===== src/hw/rtl/crti_pkg.sv =====
// Shared types and constants of the Catmull-Rom table interpolator.
// No dependencies; the divider, the root unit and the interpolator import this package.
`default_nettype none

package crti_pkg;

    localparam int MAX_POINTS = 64;
    localparam int IDX_W      = $clog2(MAX_POINTS);
    localparam int CNT_W      = $clog2(MAX_POINTS + 1);

    // knot and parameter values (raw Q16.16, signed)
    localparam int KW    = 36;
    localparam int KN_W  = 33;
    // divider: |num| << 16 over a positive divisor
    localparam int DVD_W = KW + 16;
    localparam int DVS_W = KW;
    // root unit
    localparam int RAD_W  = 64;
    localparam int ROOT_W = 32;

    localparam logic [KN_W-1:0] ONE_Q = KN_W'(65536);
    localparam logic [29:0]     W_MAX = 30'h3FFF_FFFF;

    localparam logic OP_ADD   = 1'b0;
    localparam logic OP_QUERY = 1'b1;

    localparam logic REG_SWAP  = 1'b0;
    localparam logic REG_ALPHA = 1'b1;

    localparam logic [1:0] ALPHA_UNIFORM = 2'd0;
    localparam logic [1:0] ALPHA_CENTRIP = 2'd1;

    typedef enum logic [2:0] {
        ST_OK    = 3'd0,
        ST_EMPTY = 3'd1,
        ST_FEW   = 3'd2,
        ST_EDGE  = 3'd3,
        ST_FULL  = 3'd4,
        ST_ZDIV  = 3'd5
    } status_t;

    typedef struct packed {
        logic signed [31:0] x;
        logic signed [31:0] y;
    } point_t;

    typedef struct packed {
        logic busy;
        logic done;
    } unit_stat_t;

endpackage

`default_nettype wire


===== src/hw/rtl/crti_div.sv =====
// Unsigned restoring divider, one quotient bit per cycle.
// Depends on crti_pkg.
`default_nettype none

module crti_div
    import crti_pkg::*;
(
    input  logic             clk,
    input  logic             rst_n,
    input  logic             start,
    input  logic [DVD_W-1:0] dividend,
    input  logic [DVS_W-1:0] divisor,
    output logic [DVD_W-1:0] quotient,
    output unit_stat_t       stat
);
    localparam int CW = $clog2(DVD_W + 1);

    logic [DVD_W-1:0] quo_reg, quo_next;
    logic [DVS_W-1:0] rem_reg, rem_next;
    logic [DVS_W-1:0] dvs_reg, dvs_next;
    logic [CW-1:0]    cnt_reg, cnt_next;
    logic             busy_reg, busy_next;
    logic             done_reg, done_next;
    logic [DVS_W:0]   shifted;
    logic [DVS_W:0]   diff;

    always_comb
    begin
        quo_next  = quo_reg;
        rem_next  = rem_reg;
        dvs_next  = dvs_reg;
        cnt_next  = cnt_reg;
        busy_next = busy_reg;
        done_next = 1'b0;
        // dividend bits leave quo_reg at the top while quotient bits enter below
        shifted = {rem_reg, quo_reg[DVD_W-1]};
        diff    = shifted - {1'b0, dvs_reg};
        if (busy_reg)
        begin
            if (shifted >= {1'b0, dvs_reg})
            begin
                rem_next = diff[DVS_W-1:0];
                quo_next = {quo_reg[DVD_W-2:0], 1'b1};
            end
            else
            begin
                rem_next = shifted[DVS_W-1:0];
                quo_next = {quo_reg[DVD_W-2:0], 1'b0};
            end
            cnt_next = cnt_reg - CW'(1);
            if (cnt_reg == CW'(1))
            begin
                busy_next = 1'b0;
                done_next = 1'b1;
            end
        end
        else if (start)
        begin
            quo_next  = dividend;
            rem_next  = '0;
            dvs_next  = divisor;
            cnt_next  = CW'(DVD_W);
            busy_next = 1'b1;
        end
    end

    always_ff @(posedge clk or negedge rst_n)
    begin
        if (!rst_n)
        begin
            busy_reg <= 1'b0;
            done_reg <= 1'b0;
            cnt_reg  <= '0;
        end
        else
        begin
            busy_reg <= busy_next;
            done_reg <= done_next;
            cnt_reg  <= cnt_next;
        end
    end

    always_ff @(posedge clk)
    begin
        quo_reg <= quo_next;
        rem_reg <= rem_next;
        dvs_reg <= dvs_next;
    end

    assign quotient = quo_reg;
    assign stat     = '{busy: busy_reg, done: done_reg};

endmodule

`default_nettype wire


===== config.mk =====
export PLATFORM = sky130hd
export DESIGN_NAME = crti_div
export DESIGN_NICKNAME = d
export VERILOG_FILES = /design/src/hw/rtl/crti_pkg.sv /design/src/hw/rtl/crti_div.sv
export SDC_FILE = /design/constraint.sdc
export NUM_CORES = 1
export LEC_CHECK = 0
export BUFFER_PORTS_ARGS = -buffer_cell sky130_fd_sc_hd__buf_2
export CAP_MARGIN = 20
export CORE_UTILIZATION = 46
export CTS_BUF_LIST = sky130_fd_sc_hd__clkbuf_4 sky130_fd_sc_hd__clkbuf_8 sky130_fd_sc_hd__clkbuf_16
export CTS_CLUSTER_SIZE = 25
export DETAILED_ROUTE_END_ITERATION = 10
export HOLD_SLACK_MARGIN = 0.12
export PLACE_DENSITY = 0.68
export SLEW_MARGIN = 5
export SYNTH_ARGS = -nofsm -noshare
export SYNTH_HDL_FRONTEND = slang
export SYNTH_SLANG_ARGS = --single-unit
export TNS_END_PERCENT = 1

===== constraint.sdc =====
create_clock -name clk -period 5.8 [get_ports clk]
set_input_delay 1.16 -clock clk [delete_from_list [all_inputs] [get_ports clk]]
set_output_delay 1.16 -clock clk [all_outputs]
set_load 0.03 [all_outputs]

==> flow_metrics.env, run 1 <==
export IMPL_timing_final_crit_share_pct=61.7
export IMPL_crit_arrival_ns=3.74
export IMPL_grt_overflow_total=0
export IMPL_final_antenna_net_count=0
export IMPL_drv_cap=0
export IMPL_fin_ws_ns=2.22
export IMPL_seq_area_frac_synth_pct=51.4
export IMPL_slew_headroom_pct=51.4
export IMPL_area_growth_pct=19.5
export IMPL_cts_tree="built"
export IMPL_slew_viol_final=0
export IMPL_synth_cell_type_count=64
export IMPL_nNetsFinal=953
export IMPL_async_flop_share_pct=6.06
export IMPL_p_per_area_nw_per_um2=626
export IMPL_fmax_ghz=0.279
export IMPL_largest_reg_flops=52
export IMPL_ys_seq_elements=132
export IMPL_cts_setup_buffers=0
export IMPL_status="completed"
export IMPL_io_buffers=144
export IMPL_critPathLaunchType="flip-flop"
export IMPL_min_path_type="flip-flop to flip-flop"
export IMPL_via_count=5934
export IMPL_crit_type="flip-flop to flip-flop"
export IMPL_hold_viol=0
export IMPL_drive_gt1_share_pct=30.0
export IMPL_io_pins=145
export IMPL_antenna_cells=0
export IMPL_synth_edf_count=124
export IMPL_worstSetupEndpointType="flip-flop"
export IMPL_initial_utilization_pct=47.5
export IMPL_cpPeakStageDelay_ns=0.72
export IMPL_root_buffer="clkbuf_16"
export IMPL_cpLargestDelayFamily="compound AO/OA/AOI/OAI gates"
export IMPL_grt_pass1_wl_um=29500
export IMPL_ctsHtreeMaxLevel=4
export IMPL_critPathMaxFanout=6
export IMPL_final_setup_viol_count=0
export IMPL_tightest_slew_ns=0.711
export IMPL_hpwlAfterDp_um=12900
export IMPL_grt_max_degree=52
export IMPL_clock_sinks=132
export IMPL_dr_pass1_iters=5
export IMPL_grt_pass1_vias=6077
export IMPL_syn_nets=820
export IMPL_min_delay_path_depth=1
export IMPL_min_period_ns=3.58
export IMPL_layout_common_cells="buf_2 (144), edfxtp_1 (124), nand2_1 (64)"
export IMPL_fp_dieW_um=131
export IMPL_ys_flop_type="edfxtp_1"
export IMPL_layout_commonest_cell="buf_2"
export IMPL_yosys_warnings=0
export IMPL_cts_hold_fix_buffers=0
export IMPL_insertion_delay_ns=0.43
export IMPL_die_h_um=131
export IMPL_wl_per_cell_um=17.2
export IMPL_drt_iter0_drc=393
export IMPL_cts_resized_gates=0
export IMPL_crit_top_cell="inv_1"
export IMPL_p_total_uw=5710
export IMPL_power_leakage_uw=0.00388
export IMPL_ir_drop_uv=386
export IMPL_synthCells=690
export IMPL_cts_made_buffers=17
export IMPL_r2r_cells=12
export IMPL_fin_util_pct=56.8
export IMPL_crit_chain="inv_1 > ha_1 > inv_1 > fa_1 > a21o_1 > a311oi_1 > o211a_1 > a211oi_2 > nand4_1 > a2111oi_0 > or2_2 > o211ai_1"
export IMPL_clk_pin_slew_ns=0.06
export IMPL_slowest_stage="a2111oi_0"
export IMPL_synth_area_um2=7630
export IMPL_fin_worst_skew_ns=0.0134
export IMPL_rows=46
export IMPL_cp_num_cells=12
export IMPL_rsz0062_at_grt="false"
export IMPL_core_um2=16100
export IMPL_setup_tns_final_ns=0
export IMPL_antenna_found_initial=0
export IMPL_vias_per_cell=5.64
export IMPL_clk_path_buf_depth=2
export IMPL_syn_avg_cell_area_um2=11.1
export IMPL_die_area_um2=17100
export IMPL_routed_wl_um=18100
export IMPL_dp_slack_ns=2.29
export IMPL_drc_errors=0
export IMPL_grt_usage_pct=22.6
export IMPL_cp_data_required_time_ns=5.96
export IMPL_place_gp_congestion=0.918
export IMPL_path_buf_inv=2
==> routing by layer <==
metal / up-vias / GRT usage (%) / share of wire, %
li1: 2861 / - / -
met1: 2838 / 27.8 / 43
met2: 215 / 37.8 / 48
met3: 20 / 6.96 / 7.5
met4: 0 / 7.78 / 1.3
met5: - / 0 / 0
==> area by class of cell <==
type	count	area (µm²)
clock buffer	17	425
clock inverter	15	144
fill	1373	6940
inverter	48	181
multi-input combinational	474	3370
sequential	132	3930
tap	216	270
timing repair buffer	150	793
==> worst paths after layout <==
path                            slack, ns                   start                   endpoint
worst max-delay path                 2.22  quotient[51]$_DFFE_PP_  rem_reg[28]$_SDFFCE_PN0P_
worst min-delay path                 0.50  cnt_reg[5]$_DFFE_PN0P_     cnt_reg[5]$_DFFE_PN0P_
worst max register to register       2.22  quotient[51]$_DFFE_PP_  rem_reg[28]$_SDFFCE_PN0P_
worst min register to register       0.50  cnt_reg[5]$_DFFE_PN0P_     cnt_reg[5]$_DFFE_PN0P_
max in group asynchronous            5.05                   rst_n         busy_reg$_DFF_PN0_
min in group asynchronous            0.56                   rst_n     cnt_reg[5]$_DFFE_PN0P_
==> cells in the mapped netlist (11+ instances only) <==
library cell / number / area share [%]
a211oi_1: 12 / 1.2
a21o_1: 21 / 2.1
a21oi_1: 64 / 4.2
clkbuf_1: 23 / 1.1
edfxtp_1: 124 / 49
ha_1: 38 / 6.2
inv_1: 48 / 2.4
mux2_2: 51 / 7.5
nand2_1: 64 / 3.1
nand3_1: 22 / 1.4
nor2_1: 31 / 1.5
nor3_1: 18 / 1.2
o211ai_1: 11 / 1.1
o21ai_0: 21 / 1.4
xnor2_1: 17 / 2.0
==> per-stage QoR <==
stage / hold slack, ns / cell area (µm²) / cells
after floorplan: 0.435 / 7630 / 690
after global placement: 0.460 / 8500 / 1018
after detailed placement: 0.491 / 8500 / 1018
after CTS: 0.500 / 9070 / 1050
after global routing: 0.516 / 9120 / 1052
final: 0.502 / 9120 / 1052
==> power breakdown <==
group / internal, µW / switching (µW)
clock network: 599 / 451
registers: 1580 / 225
logic: 1100 / 1750
==> cell families after synthesis <==
kind of cell	after synthesis	synth area share [%]
xor gates and xnor gates	24	2.76
adders and majority gates	39	6.50
and+or+nand+nor	189	12.4
DFF	132	51.4
muxes	51	7.53
AOI/OAI and AO/OA	171	15.0
buffers and inverters	84	4.48
Note: power is estimated with default switching activity, not from simulation.
==> run 2: changes to the inputs <==
==> constraint.sdc (replaced) <==
create_clock -name clk -period 3.45 [get_ports clk]
set_input_delay 0.69 -clock clk [delete_from_list [all_inputs] [get_ports clk]]
set_output_delay 0.69 -clock clk [all_outputs]
set_load 0.03 [all_outputs]
==> run 2 against run 1 <==
- final cell count increased by 0.86%
- highest routed layer unchanged
- design area rose by 1.1%
- fmax rose by 8.8%
- hold slack lost 0.065 ns
- largest cell class unchanged
- non-clock buffer count up 9
- critical path type unchanged
- combinational power rose by 75%
==> flow_metrics.env, run 2 (same netlist as run 1, synthesis figures left out) <==
export IMPL_setup_tns_final_ns=0
export IMPL_clock_sinks=132
export IMPL_ctsHtreeMaxLevel=4
export IMPL_status="completed"
export IMPL_tightest_slew_ns=0.679
export IMPL_cpPeakStageDelay_ns=0.50
export IMPL_crit_arrival_ns=3.47
export IMPL_drv_cap=0
export IMPL_drt_iter0_drc=507
export IMPL_nNetsFinal=962
export IMPL_root_buffer="clkbuf_16"
export IMPL_fmax_ghz=0.304
export IMPL_power_leakage_uw=0.00393
export IMPL_fin_util_pct=57.4
export IMPL_crit_type="flip-flop to flip-flop"
export IMPL_p_per_area_nw_per_um2=1060
export IMPL_core_um2=16100
export IMPL_die_h_um=131
export IMPL_via_count=5909
export IMPL_antenna_cells=0
export IMPL_hold_viol=0
export IMPL_netSwitchingFraction_pct=42.2
export IMPL_routed_wl_um=18200
export IMPL_crit_chain="ha_1 > a21o_1 > a31o_2 > nor4_4 > o31ai_4 > a31oi_4 > a21o_1 > nor4_1 > a311o_1"
export IMPL_slowest_stage="a21o_1"
export IMPL_rows=46
export IMPL_clk_path_buf_depth=2
export IMPL_largest_reg_flops=52
export IMPL_min_path_type="input pin to flip-flop"
export IMPL_antenna_found_initial=0
export IMPL_fillCellCount=1334
export IMPL_pwr_share_comb_pct=51.0
export IMPL_cpLargestDelayFamily="compound AO/OA/AOI/OAI gates"
export IMPL_place_gp_congestion=0.915
export IMPL_wl_per_cell_um=17.2
export IMPL_cts_setup_buffers=0
export IMPL_dr_pass1_iters=5
export IMPL_min_delay_path_depth=1
export IMPL_final_antenna_net_count=0
export IMPL_p_clk_share_pct=18.0
export IMPL_insertion_delay_ns=0.42
export IMPL_dp_slack_ns=0.141
export IMPL_internal_power_uw=5650
export IMPL_min_period_ns=3.29
export IMPL_drive_gt1_share_pct=30.5
export IMPL_area_growth_pct=20.8
export IMPL_drc_errors=0
export IMPL_fin_worst_skew_ns=0.0136
export IMPL_r2r_cells=9
export IMPL_critPathLaunchType="flip-flop"
export IMPL_hpwlAfterDp_um=13300
export IMPL_final_setup_viol_count=0
export IMPL_cts_made_buffers=17
export IMPL_cp_num_cells=9
export IMPL_netSwitchingPower_uw=4140
export IMPL_vias_per_cell=5.57
export IMPL_fp_dieW_um=131
export IMPL_worstSetupEndpointType="flip-flop"
export IMPL_initial_utilization_pct=47.5
export IMPL_clk_pin_slew_ns=0.07
export IMPL_io_pins=145
export IMPL_slew_viol_final=0
export IMPL_layout_commonest_cell="buf_2"
export IMPL_grt_pass1_vias=5904
export IMPL_crit_top_cell="a21o_1"
export IMPL_timing_final_crit_share_pct=95.4
export IMPL_path_buf_inv=0
export IMPL_grt_usage_pct=22.4
export IMPL_grt_pass1_wl_um=29300
export IMPL_rsz0062_at_grt="false"
export IMPL_grt_overflow_total=0
export IMPL_critPathMaxFanout=14
export IMPL_seq_power_share_pct=31.0
export IMPL_io_buffers=144
export IMPL_cp_data_required_time_ns=3.63
export IMPL_die_area_um2=17100
export IMPL_grt_max_degree=53
export IMPL_layout_common_cells="buf_2 (144), edfxtp_1 (124), nand2_1 (64)"
export IMPL_fin_ws_ns=0.159
export IMPL_slew_headroom_pct=54.7
export IMPL_cts_tree="built"
export IMPL_ir_drop_uv=589
-- run 2: final timing paths --
path / startpoint / slack [ns] / endpoint
worst max-delay path: rem_reg[3]$_SDFFCE_PN0P_ / 0.16 / rem_reg[31]$_SDFFCE_PN0P_
worst max register to register: rem_reg[3]$_SDFFCE_PN0P_ / 0.16 / rem_reg[31]$_SDFFCE_PN0P_
max in group asynchronous: rst_n / 2.62 / busy_reg$_DFF_PN0_
worst min-delay path: divisor[32] / 0.44 / dvs_reg[32]$_DFFE_PP_
worst min register to register: cnt_reg[5]$_DFFE_PN0P_ / 0.48 / cnt_reg[5]$_DFFE_PN0P_
min in group asynchronous: rst_n / 0.64 / cnt_reg[4]$_DFFE_PN0P_
-- run 2: power groups by stage --
stage / sequential [µW] / combinational [µW] / clock (µW)
after floorplan: 3610 / 3030 / 0
after global placement: 3020 / 4800 / 0
after detailed placement: 3040 / 4920 / 0
after CTS: 3030 / 4940 / 1790
after global routing: 3110 / 5450 / 1860
final: 3030 / 4990 / 1760
-- run 2: metal layers --
| metal | vias up | global-route usage [%] | share of wire [%] |
|---|---|---|---|
| met5 | - | 0 | 0 |
| met4 | 0 | 7.51 | 1.7 |
| met3 | 27 | 6.51 | 8.2 |
| met2 | 256 | 37.3 | 48 |
| met1 | 2762 | 28.0 | 42 |
| li1 | 2864 | - | - |
-- run 2: layout make-up --
cell class	instances	area (µm²)	area share, %
Tap cell	216	270	2.93
Sequential cell	132	3930	42.6
Clock buffer	17	425	4.62
Clock inverter	15	145	1.58
Timing Repair Buffer	159	873	9.48
Inverter	48	181	1.97
Multi-Input combinational cell	474	3390	36.8
-- run 2: what timing repair did --
item | CTS | global route
gates resized for setup | 0 | 3
endpoints found under the setup margin | 0 | 14
hold buffers | 1 | 0
hold endpoints to repair | 8 | 0
-- run 2: through the flow --
stage               hold slack (ns)  std cells  power (µW)  area, µm²
CTS                           0.424       1061        9770       9200
global route                  0.425       1061       10400       9210
finish                        0.437       1061        9790       9210
global placement              0.458       1028        7830       8620
detailed placement            0.479       1028        7960       8620
floorplan                     0.394        690        6640       7630
