File: src/hw/rtl/crti_pkg.sv
// Shared types and constants of the Catmull-Rom table interpolator.
// No dependencies; the divider, the root unit and the interpolator import this package.
`default_nettype none

package crti_pkg;

    localparam int MAX_POINTS = 64;
    localparam int IDX_W      = $clog2(MAX_POINTS);
    localparam int CNT_W      = $clog2(MAX_POINTS + 1);

    // knot and parameter values (raw Q16.16, signed)
    localparam int KW    = 36;
    localparam int KN_W  = 33;
    // divider: |num| << 16 over a positive divisor
    localparam int DVD_W = KW + 16;
    localparam int DVS_W = KW;
    // root unit
    localparam int RAD_W  = 64;
    localparam int ROOT_W = 32;

    localparam logic [KN_W-1:0] ONE_Q = KN_W'(65536);
    localparam logic [29:0]     W_MAX = 30'h3FFF_FFFF;

    localparam logic OP_ADD   = 1'b0;
    localparam logic OP_QUERY = 1'b1;

    localparam logic REG_SWAP  = 1'b0;
    localparam logic REG_ALPHA = 1'b1;

    localparam logic [1:0] ALPHA_UNIFORM = 2'd0;
    localparam logic [1:0] ALPHA_CENTRIP = 2'd1;

    typedef enum logic [2:0] {
        ST_OK    = 3'd0,
        ST_EMPTY = 3'd1,
        ST_FEW   = 3'd2,
        ST_EDGE  = 3'd3,
        ST_FULL  = 3'd4,
        ST_ZDIV  = 3'd5
    } status_t;

    typedef struct packed {
        logic signed [31:0] x;
        logic signed [31:0] y;
    } point_t;

    typedef struct packed {
        logic busy;
        logic done;
    } unit_stat_t;

endpackage

`default_nettype wire

File: src/hw/rtl/crti_sqrt.sv
// Integer square root (floor), two radicand bits per cycle.
// Depends on crti_pkg.
`default_nettype none

module crti_sqrt
    import crti_pkg::*;
(
    input  logic              clk,
    input  logic              rst_n,
    input  logic              start,
    input  logic [RAD_W-1:0]  radicand,
    output logic [ROOT_W-1:0] root,
    output unit_stat_t        stat
);
    localparam int CW  = $clog2(ROOT_W + 1);
    localparam int RMW = ROOT_W + 2;

    logic [RAD_W-1:0]  rad_reg, rad_next;
    logic [ROOT_W-1:0] root_reg, root_next;
    logic [RMW-1:0]    rem_reg, rem_next;
    logic [CW-1:0]     cnt_reg, cnt_next;
    logic              busy_reg, busy_next;
    logic              done_reg, done_next;
    logic [RMW+1:0]    rem_sh;
    logic [RMW+1:0]    trial;
    logic [RMW+1:0]    diff;

    always_comb
    begin
        rad_next  = rad_reg;
        root_next = root_reg;
        rem_next  = rem_reg;
        cnt_next  = cnt_reg;
        busy_next = busy_reg;
        done_next = 1'b0;
        rem_sh = {rem_reg, rad_reg[RAD_W-1 -: 2]};
        trial  = {2'b00, root_reg, 2'b01};
        diff   = rem_sh - trial;
        if (busy_reg)
        begin
            if (rem_sh >= trial)
            begin
                rem_next  = diff[RMW-1:0];
                root_next = {root_reg[ROOT_W-2:0], 1'b1};
            end
            else
            begin
                rem_next  = rem_sh[RMW-1:0];
                root_next = {root_reg[ROOT_W-2:0], 1'b0};
            end
            rad_next = {rad_reg[RAD_W-3:0], 2'b00};
            cnt_next = cnt_reg - CW'(1);
            if (cnt_reg == CW'(1))
            begin
                busy_next = 1'b0;
                done_next = 1'b1;
            end
        end
        else if (start)
        begin
            rad_next  = radicand;
            root_next = '0;
            rem_next  = '0;
            cnt_next  = CW'(ROOT_W);
            busy_next = 1'b1;
        end
    end

    always_ff @(posedge clk or negedge rst_n)
    begin
        if (!rst_n)
        begin
            busy_reg <= 1'b0;
            done_reg <= 1'b0;
            cnt_reg  <= '0;
        end
        else
        begin
            busy_reg <= busy_next;
            done_reg <= done_next;
            cnt_reg  <= cnt_next;
        end
    end

    always_ff @(posedge clk)
    begin
        rad_reg  <= rad_next;
        root_reg <= root_next;
        rem_reg  <= rem_next;
    end

    assign root = root_reg;
    assign stat = '{busy: busy_reg, done: done_reg};

endmodule

`default_nettype wire

File: config.mk
export PLATFORM = sky130hd
export DESIGN_NAME = crti_sqrt
export DESIGN_NICKNAME = d
export VERILOG_FILES = /design/src/hw/rtl/crti_pkg.sv /design/src/hw/rtl/crti_sqrt.sv
export SDC_FILE = /design/constraint.sdc
export NUM_CORES = 1
export LEC_CHECK = 0
export BUFFER_PORTS_ARGS = -buffer_cell sky130_fd_sc_hd__buf_2
export CORE_ASPECT_RATIO = 0.7
export CORE_MARGIN = 2
export CORE_UTILIZATION = 50
export CTS_CLUSTER_DIAMETER = 40
export CTS_CLUSTER_SIZE = 12
export DETAILED_ROUTE_END_ITERATION = 6
export PLACE_DENSITY_LB_ADDON = 0.05
export SLEW_MARGIN = 20
export SYNTH_ARGS = -nofsm -noshare
export SYNTH_HDL_FRONTEND = slang
export SYNTH_SLANG_ARGS = --single-unit
File: constraint.sdc
create_clock -name clk -period 7.5 [get_ports clk]
set_clock_uncertainty 0.1 [all_clocks]
set_input_delay 1.5 -clock clk [delete_from_list [all_inputs] [get_ports clk]]
set_output_delay 1.5 -clock clk [all_outputs]
set_load 0.02 [all_outputs]
==> results of run 1 <==
==> stage by stage <==
step	util [%]	worst slack [ns]	std cells	cell area, sq um	total power, W
finish	58.4	3.71	991	8990	0.00530
global route	58.4	3.57	991	8990	0.00572
CTS	58.4	3.68	991	8990	0.00529
detailed placement	54.4	3.71	959	8380	0.00438
global placement	54.4	3.76	959	8380	0.00434
floorplan	-	2.78	695	7820	0.00381
==> cells in the final DEF (no fill, tap or decap), types with 4 or more instances in the layout <==
cell	count
a211oi_1	5
a21o_1	12
a21oi_1	40
a22o_1	61
a311oi_1	6
a31oi_1	5
and3_1	5
buf_2	100
buf_4	4
clkbuf_16	17
dfrtp_1	7
edfxtp_1	128
ha_1	36
inv_1	47
inv_6	5
mux2i_1	22
nand2_1	66
nand3_1	6
nand4_1	8
nor2_1	51
nor3_1	12
nor4_1	4
o21a_1	8
o21ai_0	24
o21bai_1	5
xnor2_1	15
xor2_1	13
==> final timing paths <==
| path | start | endpoint | slack (ns) |
|---|---|---|---|
| setup / recovery | busy_reg$_DFF_PN0_ | stat[1] | 3.71 |
| hold / removal | cnt_reg[5]$_DFFE_PN0P_ | cnt_reg[5]$_DFFE_PN0P_ | 0.39 |
| setup reg to reg | rem_reg[5]$_SDFFCE_PN0P_ | rem_reg[30]$_SDFFCE_PN0P_ | 3.83 |
| hold reg to reg | cnt_reg[5]$_DFFE_PN0P_ | cnt_reg[5]$_DFFE_PN0P_ | 0.39 |
| max in group asynchronous | rst_n | busy_reg$_DFF_PN0_ | 6.29 |
| min in group asynchronous | rst_n | done_reg$_DFF_PN0_ | 0.81 |
==> area by class of cell <==
type	instances	area share (%)
repair buffers	104	5.90
multi-input cells	469	37.0
well taps	200	2.78
clock inverters	15	2.10
flip-flops and latches	138	45.5
inverters	48	2.03
clock buffers	17	4.73
==> worst max-delay path: stages (launching register included) <==
cell	delay (ns)
dfrtp_4	0.75
buf_4	0.66
buf_2	0.29
==> cells by family (layout without fill, tap and decap cells) <==
logic type	after synthesis	after routing	share of synthesized area [%]
flip-flops	138	138	52.2
buffers and inverters	88	184	5.30
AO/OA/AOI/OAI	205	205	19.9
multiplexers	24	24	3.10
AND/OR/NAND/NOR	176	176	10.5
XOR/XNOR	28	28	3.14
adder cells (fa/ha/maj)	36	36	5.76
==> report_power, final <==
group	internal [W]	leakage (nW)	switching (W)	total (W)
Combinational	0.00121	2.10	0.00164	0.00285
Clock	0.000531	0.297	0.000347	0.000878
Sequential	0.00140	1.53	0.000173	0.00157
==> per-layer routing <==
metal | share of wire [%] | wire, um | up-vias | GRT usage (%)
li1 | - | - | 2791 | -
met1 | 53 | 9250 | 2743 | 33.2
met2 | 40 | 6930 | 161 | 28.2
met3 | 5.6 | 960 | 14 | 5.56
met4 | 0.91 | 157 | 0 | 4.91
met5 | 0 | 0 | - | 0
==> impl_metrics.tcl, run 1 <==
set metrics [dict create \
    port_buffers 100 \
    power_density_nw_per_um2 589 \
    tns_ns 0 \
    top_level_ports 101 \
    gr-total-overflow 0 \
    ys.flop_type "edfxtp_1" \
    fp.coreArea_sq_um 15400 \
    irDropWorstVdd_mv 0.266 \
    postRouteAntennaNets 0 \
    multi_input_area_sq_um 3330 \
    fillers 1329 \
    die_y_um 109 \
    ys_seq_area_share_pct 52.2 \
    synth.area.top_cells "edfxtp_1 49%, a22o_1 6.8%, ha_1 5.8%, nand2_1 3.2%, mux2i_1 2.8%" \
    antenna_found_initial 0 \
    dr.pass1.iters 5 \
    synth_top_area_cell "edfxtp_1" \
    max_freq_mhz 264 \
    seqCellArea_sq_um 4090 \
    post_drt_wl_per_cell_um 17.5 \
    rows 38 \
    start_util_pct 50.8 \
    cts_max_level 4 \
    tightest_slew_ns 1.02 \
    drive_gt1_share_pct 20.0 \
    worst_setup_path_start_kind "register" \
    min_period_ns 3.79 \
    grt_pass1_vias 5337 \
    cts_buffers 17 \
    end_kind "primary output" \
    antennaDiodeCount 0 \
    crit_type "reg2out" \
    num-nets-final 881 \
    cts_tree "yes" \
    insertion_delay_ns 0.42 \
    grt_max_degree 79 \
    drt_iter0_drc 375 \
    grt_usage_pct 20.9 \
    rsz0062_at_grt "no" \
    syn_avg_cell_area_sq_um 11.2 \
    crit_required_ns 5.90 \
    synth_edf_count 128 \
    wl_mm 17.3 \
    holdWs_ns 0.393 \
    detail_route.vias_per_cell 5.76 \
    vias 5709 \
    hold_class "reg2reg" \
    area_growth_pct 15.0 \
    cts.path.max_buffers 2 \
    period_share_pct 50.5 \
    ys_warn_count 0 \
    synth_top_area_share_pct 49.2 \
    dieArea_sq_um 16700 \
    arrival_ns 2.19 \
    grt_pass1_wl_mm 27.6 \
    postCtsSetupBuffers 0 \
    yosysUniqueCellTypes 74 \
    syn_nets 798 \
    synthTopCellsByCount "128 x edfxtp_1, 66 x nand2_1, 61 x a22o_1, 51 x nor2_1, 48 x inv_1" \
    cts_hold_buf 0 \
    synth.most_common_cell "edfxtp_1" \
    clock_sinks 138 \
    cts.reportedPaths.clkPinSlew_ns 0.06 \
    status "finished, final reports clean" \
    mappedNetlistArea_sq_um 7820 \
    drv_cap 0 \
    die_x_um 153 \
    drc 0 \
    drv_slew 0 \
    synth_seq_cells 138 \
    slew_headroom_pct 31.8 \
    p_leak_nw 3.93 \
    syn_inst 695 \
    routabilityCongestion 0.884 \
    finalHoldViolCount 0 \
    path_max_fanout 71 \
    r2r_cells 9 \
    setup_violations 0 \
    async_flop_share_pct 5.80 \
    largest_reg_flops 64 \
    cts-resized-gates 0 \
    min_delay_path_depth 1 \
    place_hpwl_mm 11.6 \
    cts_root_buf "clkbuf_16" \
]
Note: power is estimated with default switching activity, not from simulation.
==> run 2: changes to the inputs <==
==> constraint.sdc (replaced) <==
create_clock -name clk -period 3.6 [get_ports clk]
set_clock_uncertainty 0.1 [all_clocks]
set_input_delay 0.72 -clock clk [delete_from_list [all_inputs] [get_ports clk]]
set_output_delay 0.72 -clock clk [all_outputs]
set_load 0.02 [all_outputs]
==> run 2 against run 1 <==
Net effect: core utilization grew 0.42 points; critical endpoint is now rem_reg[15]$_SDFFCE_PN0P_; power up 110%; combinational power up 110%; worst setup slack got worse by 3.5 ns; final area grew 0.72%; worst hold slack worse by 0.36 ns; die area stayed put; first-iteration DRC count is 30% higher; global-route usage rose by 1.1 points; register-to-register slack got worse by 3.6 ns; clock power rose by 110%; highest routed layer unchanged.
==> impl_metrics.tcl, run 2 (synthesis gave the netlist of run 1 again) <==
set metrics [dict create \
    mostFrequentLayoutCell "edfxtp_1" \
    detail_route.vias_per_cell 5.80 \
    critPathMaxStageDelay_ns 0.41 \
    layout_common_cells "128 x edfxtp_1, 100 x buf_2, 66 x nand2_1" \
    dr.pass1.iters 5 \
    cp_top_family "compound AO/OA/AOI/OAI gates" \
    power_density_nw_per_um2 1230 \
    place_ws_ns 0.198 \
    reg2reg_to "rem_reg[15]$_SDFFCE_PN0P_" \
    grt_max_degree 83 \
    cts.reportedPaths.clkPinSlew_ns 0.06 \
    vias 5794 \
    drv_slew 0 \
    crit_chain "inv_1 > ha_1 > a21oi_1 > o21ai_0 > a311o_1 > a221oi_2 > and3_4 > o21ai_4 > nand2_4 > buf_6 > mux2i_1" \
    setup_violations 0 \
    drc 0 \
    place_hpwl_mm 12.4 \
    num-nets-final 889 \
    tightest_slew_ns 0.848 \
    grt_pass1_wl_mm 28.7 \
    slowest_stage "a311o_1" \
    crit_required_ns 3.77 \
    crit_type "reg2reg" \
    cts.path.max_buffers 2 \
    rows 38 \
    die_x_um 153 \
    grt_pass1_vias 5548 \
    r2r_slack_ns 0.23 \
    cts-resized-gates 0 \
    hold_class "in2async" \
    cts_max_level 4 \
    post_drt_wl_per_cell_um 18.1 \
    port_buffers 100 \
    tns_ns 0 \
    slew_headroom_pct 43.5 \
    irDropWorstVdd_mv 0.593 \
    r2r_start "root[13]$_SDFFCE_PN0P_" \
    path_max_fanout 16 \
    cts_tree "yes" \
    min_period_ns 3.37 \
    drt_iter0_drc 489 \
    startpoint "root[13]$_SDFFCE_PN0P_" \
    fillers 1345 \
    rsz0062_at_grt "no" \
    grt_usage_pct 22.0 \
    routabilityCongestion 0.906 \
    wl_mm 18.1 \
    antennaDiodeCount 0 \
    final_cells 999 \
    drv_cap 0 \
    period_share_pct 93.6 \
    die_y_um 109 \
    largest_reg_flops 64 \
    p_leak_nw 3.97 \
    top_level_ports 101 \
    placed_cells 967 \
    postCtsSetupBuffers 0 \
    postRouteAntennaNets 0 \
    clock_sinks 138 \
    finalHoldViolCount 0 \
    fin_ws_ns 0.231 \
    end_kind "register" \
    start_util_pct 50.8 \
    insertion_delay_ns 0.43 \
    r2r_cells 11 \
    gr-total-overflow 0 \
    dieArea_sq_um 16700 \
    cts_root_buf "clkbuf_16" \
    worst_setup_path_start_kind "register" \
    cts_buffers 17 \
    finalPower_w 0.0112 \
    drive_gt1_share_pct 20.8 \
    cp.buffers_inverters 2 \
    max_freq_mhz 297 \
    antenna_found_initial 0 \
    arrival_ns 3.54 \
    fp.coreArea_sq_um 15400 \
    status "finished, final reports clean" \
    cts_hold_buf 0 \
    holdWs_ns 0.0310 \
    area_growth_pct 15.9 \
]
-- run 2: changes by cell type in the layout (fill, tap and decap cells not counted), sizes merged --
cell / delta
buf: +8
clkbuf: +1
clkinv: +5
inv: -6
-- run 2: cell type report --
type | count | area, sq um | area share (%)
clock inverters | 14 | 173 | 1.91
multi-input cells | 469 | 3330 | 36.7
well taps | 200 | 250 | 2.76
flip-flops and latches | 138 | 4090 | 45.1
repair buffers | 112 | 607 | 6.70
inverters | 48 | 184 | 2.03
clock buffers | 18 | 429 | 4.74
-- run 2: worst reg2reg max path, delay by kind of cell (launching register included) --
kind,cells,cell delay (ns)
AO/OA/AOI/OAI,5,1.31
adder cells (fa/ha/maj),1,0.38
buffers and inverters,2,0.33
flip-flops,1,0.36
multiplexers,1,0.22
AND/OR/NAND/NOR,2,0.52
-- run 2: metal layers --
metal | track usage (%) | part of all wire, % | vias up
met1 | 33.6 | 51 | 2774
met4 | 6.62 | 0.93 | 0
li1 | - | - | 2812
met3 | 5.96 | 7.2 | 17
met2 | 30.5 | 41 | 191
met5 | 0 | 0 | -
-- run 2: power by group --
group | switching [W] | internal, W | total (W)
Sequential | 0.000382 | 0.00291 | 0.00329
Combinational | 0.00349 | 0.00258 | 0.00607
Clock | 0.000702 | 0.00109 | 0.00180
-- run 2: worst max-delay path by stage --
stage | endpoint | slack (ns) | cells past startpoint
2_1_floorplan | rad_reg[10]$_DFFE_PP_ | 0.04 | 2
3_3_place_gp | rem_reg[12]$_SDFFCE_PN0P_ | 0.35 | 10
3_5_place_dp | rem_reg[23]$_SDFFCE_PN0P_ | 0.20 | 11
4_1_cts | rem_reg[15]$_SDFFCE_PN0P_ | 0.19 | 11
5_1_grt | rem_reg[23]$_SDFFCE_PN0P_ | 0.02 | 11
6_report | rem_reg[15]$_SDFFCE_PN0P_ | 0.23 | 11
-- run 2: metrics by stage --
step	area, sq um	util [%]
after global routing	9060	58.8
final	9060	58.8
after floorplan	7820	-
after global placement	8450	54.9
after detailed placement	8450	54.9
after CTS	9050	58.8
==> run 3: changes to the inputs <==
--- a/config.mk
+++ b/config.mk
@@ -13,6 +13,7 @@
 export CTS_CLUSTER_SIZE = 12
 export DETAILED_ROUTE_END_ITERATION = 6
 export PLACE_DENSITY_LB_ADDON = 0.05
+export REMOVE_ABC_BUFFERS = 1
 export SLEW_MARGIN = 20
 export SYNTH_ARGS = -nofsm -noshare
 export SYNTH_HDL_FRONTEND = slang
==> run 3 against run 2 <==
Net effect: worst hold slack worse by 0.0087 ns; clock power hardly changed; final area grew 0.18%; wire length is 0.57% lower; core utilization rose by 0.11 points; sequential share of layout area shrank 0.081 points; register-to-register slack better by 0.06 ns; clock-buffer cell count is 1 lower; sequential power is essentially flat; flip-flop and latch count stayed put; worst setup slack better by 0.057 ns.
==> impl_metrics.tcl, run 3 (synthesis gave the netlist of run 1 again) <==
set metrics [dict create \
    status "finished, final reports clean" \
    die_x_um 153 \
    post_drt_wl_per_cell_um 17.9 \
    die_y_um 109 \
    drv_slew 0 \
    antennaDiodeCount 0 \
    irDropWorstVdd_mv 0.558 \
    worst_setup_path_start_kind "register" \
    grt_pass1_wl_mm 28.5 \
    path_max_fanout 14 \
    grt_max_degree 59 \
    netSwitchingFraction_pct 41.5 \
    area_growth_pct 16.1 \
    clkPwrFrac_pct 16.0 \
    seqCellArea_sq_um 4090 \
    fillers 1318 \
    power_density_nw_per_um2 1230 \
    r2r_slack_ns 0.29 \
    drv_cap 0 \
    p_leak_nw 3.97 \
    multi_input_area_sq_um 3340 \
    cts_root_buf "clkbuf_16" \
    grt_pass1_vias 5425 \
    r2r_start "root[13]$_SDFFCE_PN0P_" \
    dieArea_sq_um 16700 \
    port_buffers 100 \
    top_level_ports 101 \
    cp_top_family "compound AO/OA/AOI/OAI gates" \
    crit_required_ns 3.67 \
    setup_violations 0 \
    postCtsSetupBuffers 0 \
    crit_chain "inv_1 > ha_1 > a21oi_1 > o21ai_0 > a311o_1 > a221oi_2 > and3_4 > o21ai_4 > nand2_8 > mux2_1" \
    fp.coreArea_sq_um 15400 \
    cts_tree "yes" \
    crit_cells 10 \
    cp.buffers_inverters 1 \
    arrival_ns 3.38 \
    rsz0062_at_grt "no" \
    min_period_ns 3.31 \
    place_hpwl_mm 12.2 \
    gr-total-overflow 0 \
    hold_class "in2async" \
    end_kind "register" \
    routabilityCongestion 0.931 \
    design_area_sq_um 9070 \
    r2r_cells 10 \
    placed_cell_area_sq_um 8470 \
    clock_sinks 138 \
    cts-resized-gates 0 \
    switchingPower_w 0.00464 \
    cts_max_level 4 \
    startpoint "root[13]$_SDFFCE_PN0P_" \
    slowest_stage "a311o_1" \
    drive_gt1_share_pct 21.1 \
    vias 5793 \
    p_int_w 0.00654 \
    drc 0 \
    place_ws_ns 0.319 \
    drt_iter0_drc 515 \
    mostFrequentLayoutCell "edfxtp_1" \
    cts_hold_buf 0 \
    layout_common_cells "128 x edfxtp_1, 100 x buf_2, 66 x nand2_1" \
    postRouteAntennaNets 0 \
    critPathMaxStageDelay_ns 0.42 \
    reg2reg_to "rem_reg[30]$_SDFFCE_PN0P_" \
    detail_route.vias_per_cell 5.78 \
    cts.reportedPaths.clkPinSlew_ns 0.06 \
    start_util_pct 50.8 \
    num-nets-final 892 \
    finalPower_w 0.0112 \
    pwr-share-comb_pct 54.8 \
    dr.pass1.iters 5 \
    cts_buffers 17 \
    tightest_slew_ns 0.856 \
    fin_ws_ns 0.288 \
    largest_reg_flops 64 \
    rows 38 \
    crit_path_end "rem_reg[30]$_SDFFCE_PN0P_" \
    final_core_util_pct 58.9 \
    antenna_found_initial 0 \
    insertion_delay_ns 0.43 \
    finalHoldViolCount 0 \
    wl_mm 17.9 \
    cts.path.max_buffers 2 \
    max_freq_mhz 302 \
    crit_type "reg2reg" \
    period_share_pct 92.0 \
    grt_usage_pct 21.7 \
    holdWs_ns 0.0224 \
    p_seq_share_pct 29.2 \
    slew_headroom_pct 42.9 \
]
[run 3: layer usage]
layer | GRT usage [%] | vias to the layer above | routed length, um
met4 | 5.57 | 0 | 162
met5 | 0 | - | 0
met3 | 5.80 | 14 | 1100
li1 | - | 2814 | -
met2 | 28.9 | 162 | 7160
met1 | 34.5 | 2803 | 9520
[run 3: worst min path at each step]
stage | from | endpoint | slack (ns) | cells past startpoint
6_report | rst_n | done_reg$_DFF_PN0_ | 0.02 | 1
5_1_grt | rst_n | done_reg$_DFF_PN0_ | 0.03 | 1
4_1_cts | rst_n | cnt_reg[5]$_DFFE_PN0P_ | 0.01 | 1
3_5_place_dp | cnt_reg[5]$_DFFE_PN0P_ | cnt_reg[5]$_DFFE_PN0P_ | 0.40 | 1
3_3_place_gp | cnt_reg[5]$_DFFE_PN0P_ | cnt_reg[5]$_DFFE_PN0P_ | 0.36 | 1
2_1_floorplan | rst_n | busy_reg$_DFF_PN0_ | 0.32 | 0
[run 3: worst reg2reg max path: stages, from the launching register on]
cell      delay, ns
edfxtp_1       0.34
inv_1          0.06
ha_1           0.38
a21oi_1        0.28
o21ai_0        0.16
a311o_1        0.42
a221oi_2       0.33
and3_4         0.28
o21ai_4        0.15
nand2_8        0.21
mux2_1         0.35
[run 3: power by group through the flow]
stage          clock, W  combinational, W  sequential [W]
6_report        0.00178           0.00613         0.00326
5_1_grt         0.00188           0.00672         0.00336
4_1_cts         0.00182           0.00604         0.00327
3_5_place_dp          0           0.00596         0.00329
3_3_place_gp          0           0.00592         0.00325
2_1_floorplan         0           0.00430         0.00346
[run 3: final cells by class]
cell class,count,area share [%]
Clock buffer,17,4.69
Clock inverter,15,1.83
Inverter,48,2.01
Multi-Input combinational cell,469,36.8
Sequential cell,138,45.0
Tap cell,200,2.76
Timing Repair Buffer,115,6.89
[run 3: stage by stage]
step	TNS, ns	cells
finish	0	1002
global route	0	1002
CTS	0	1002
detailed placement	0	970
global placement	0	970
floorplan	-329.50	655
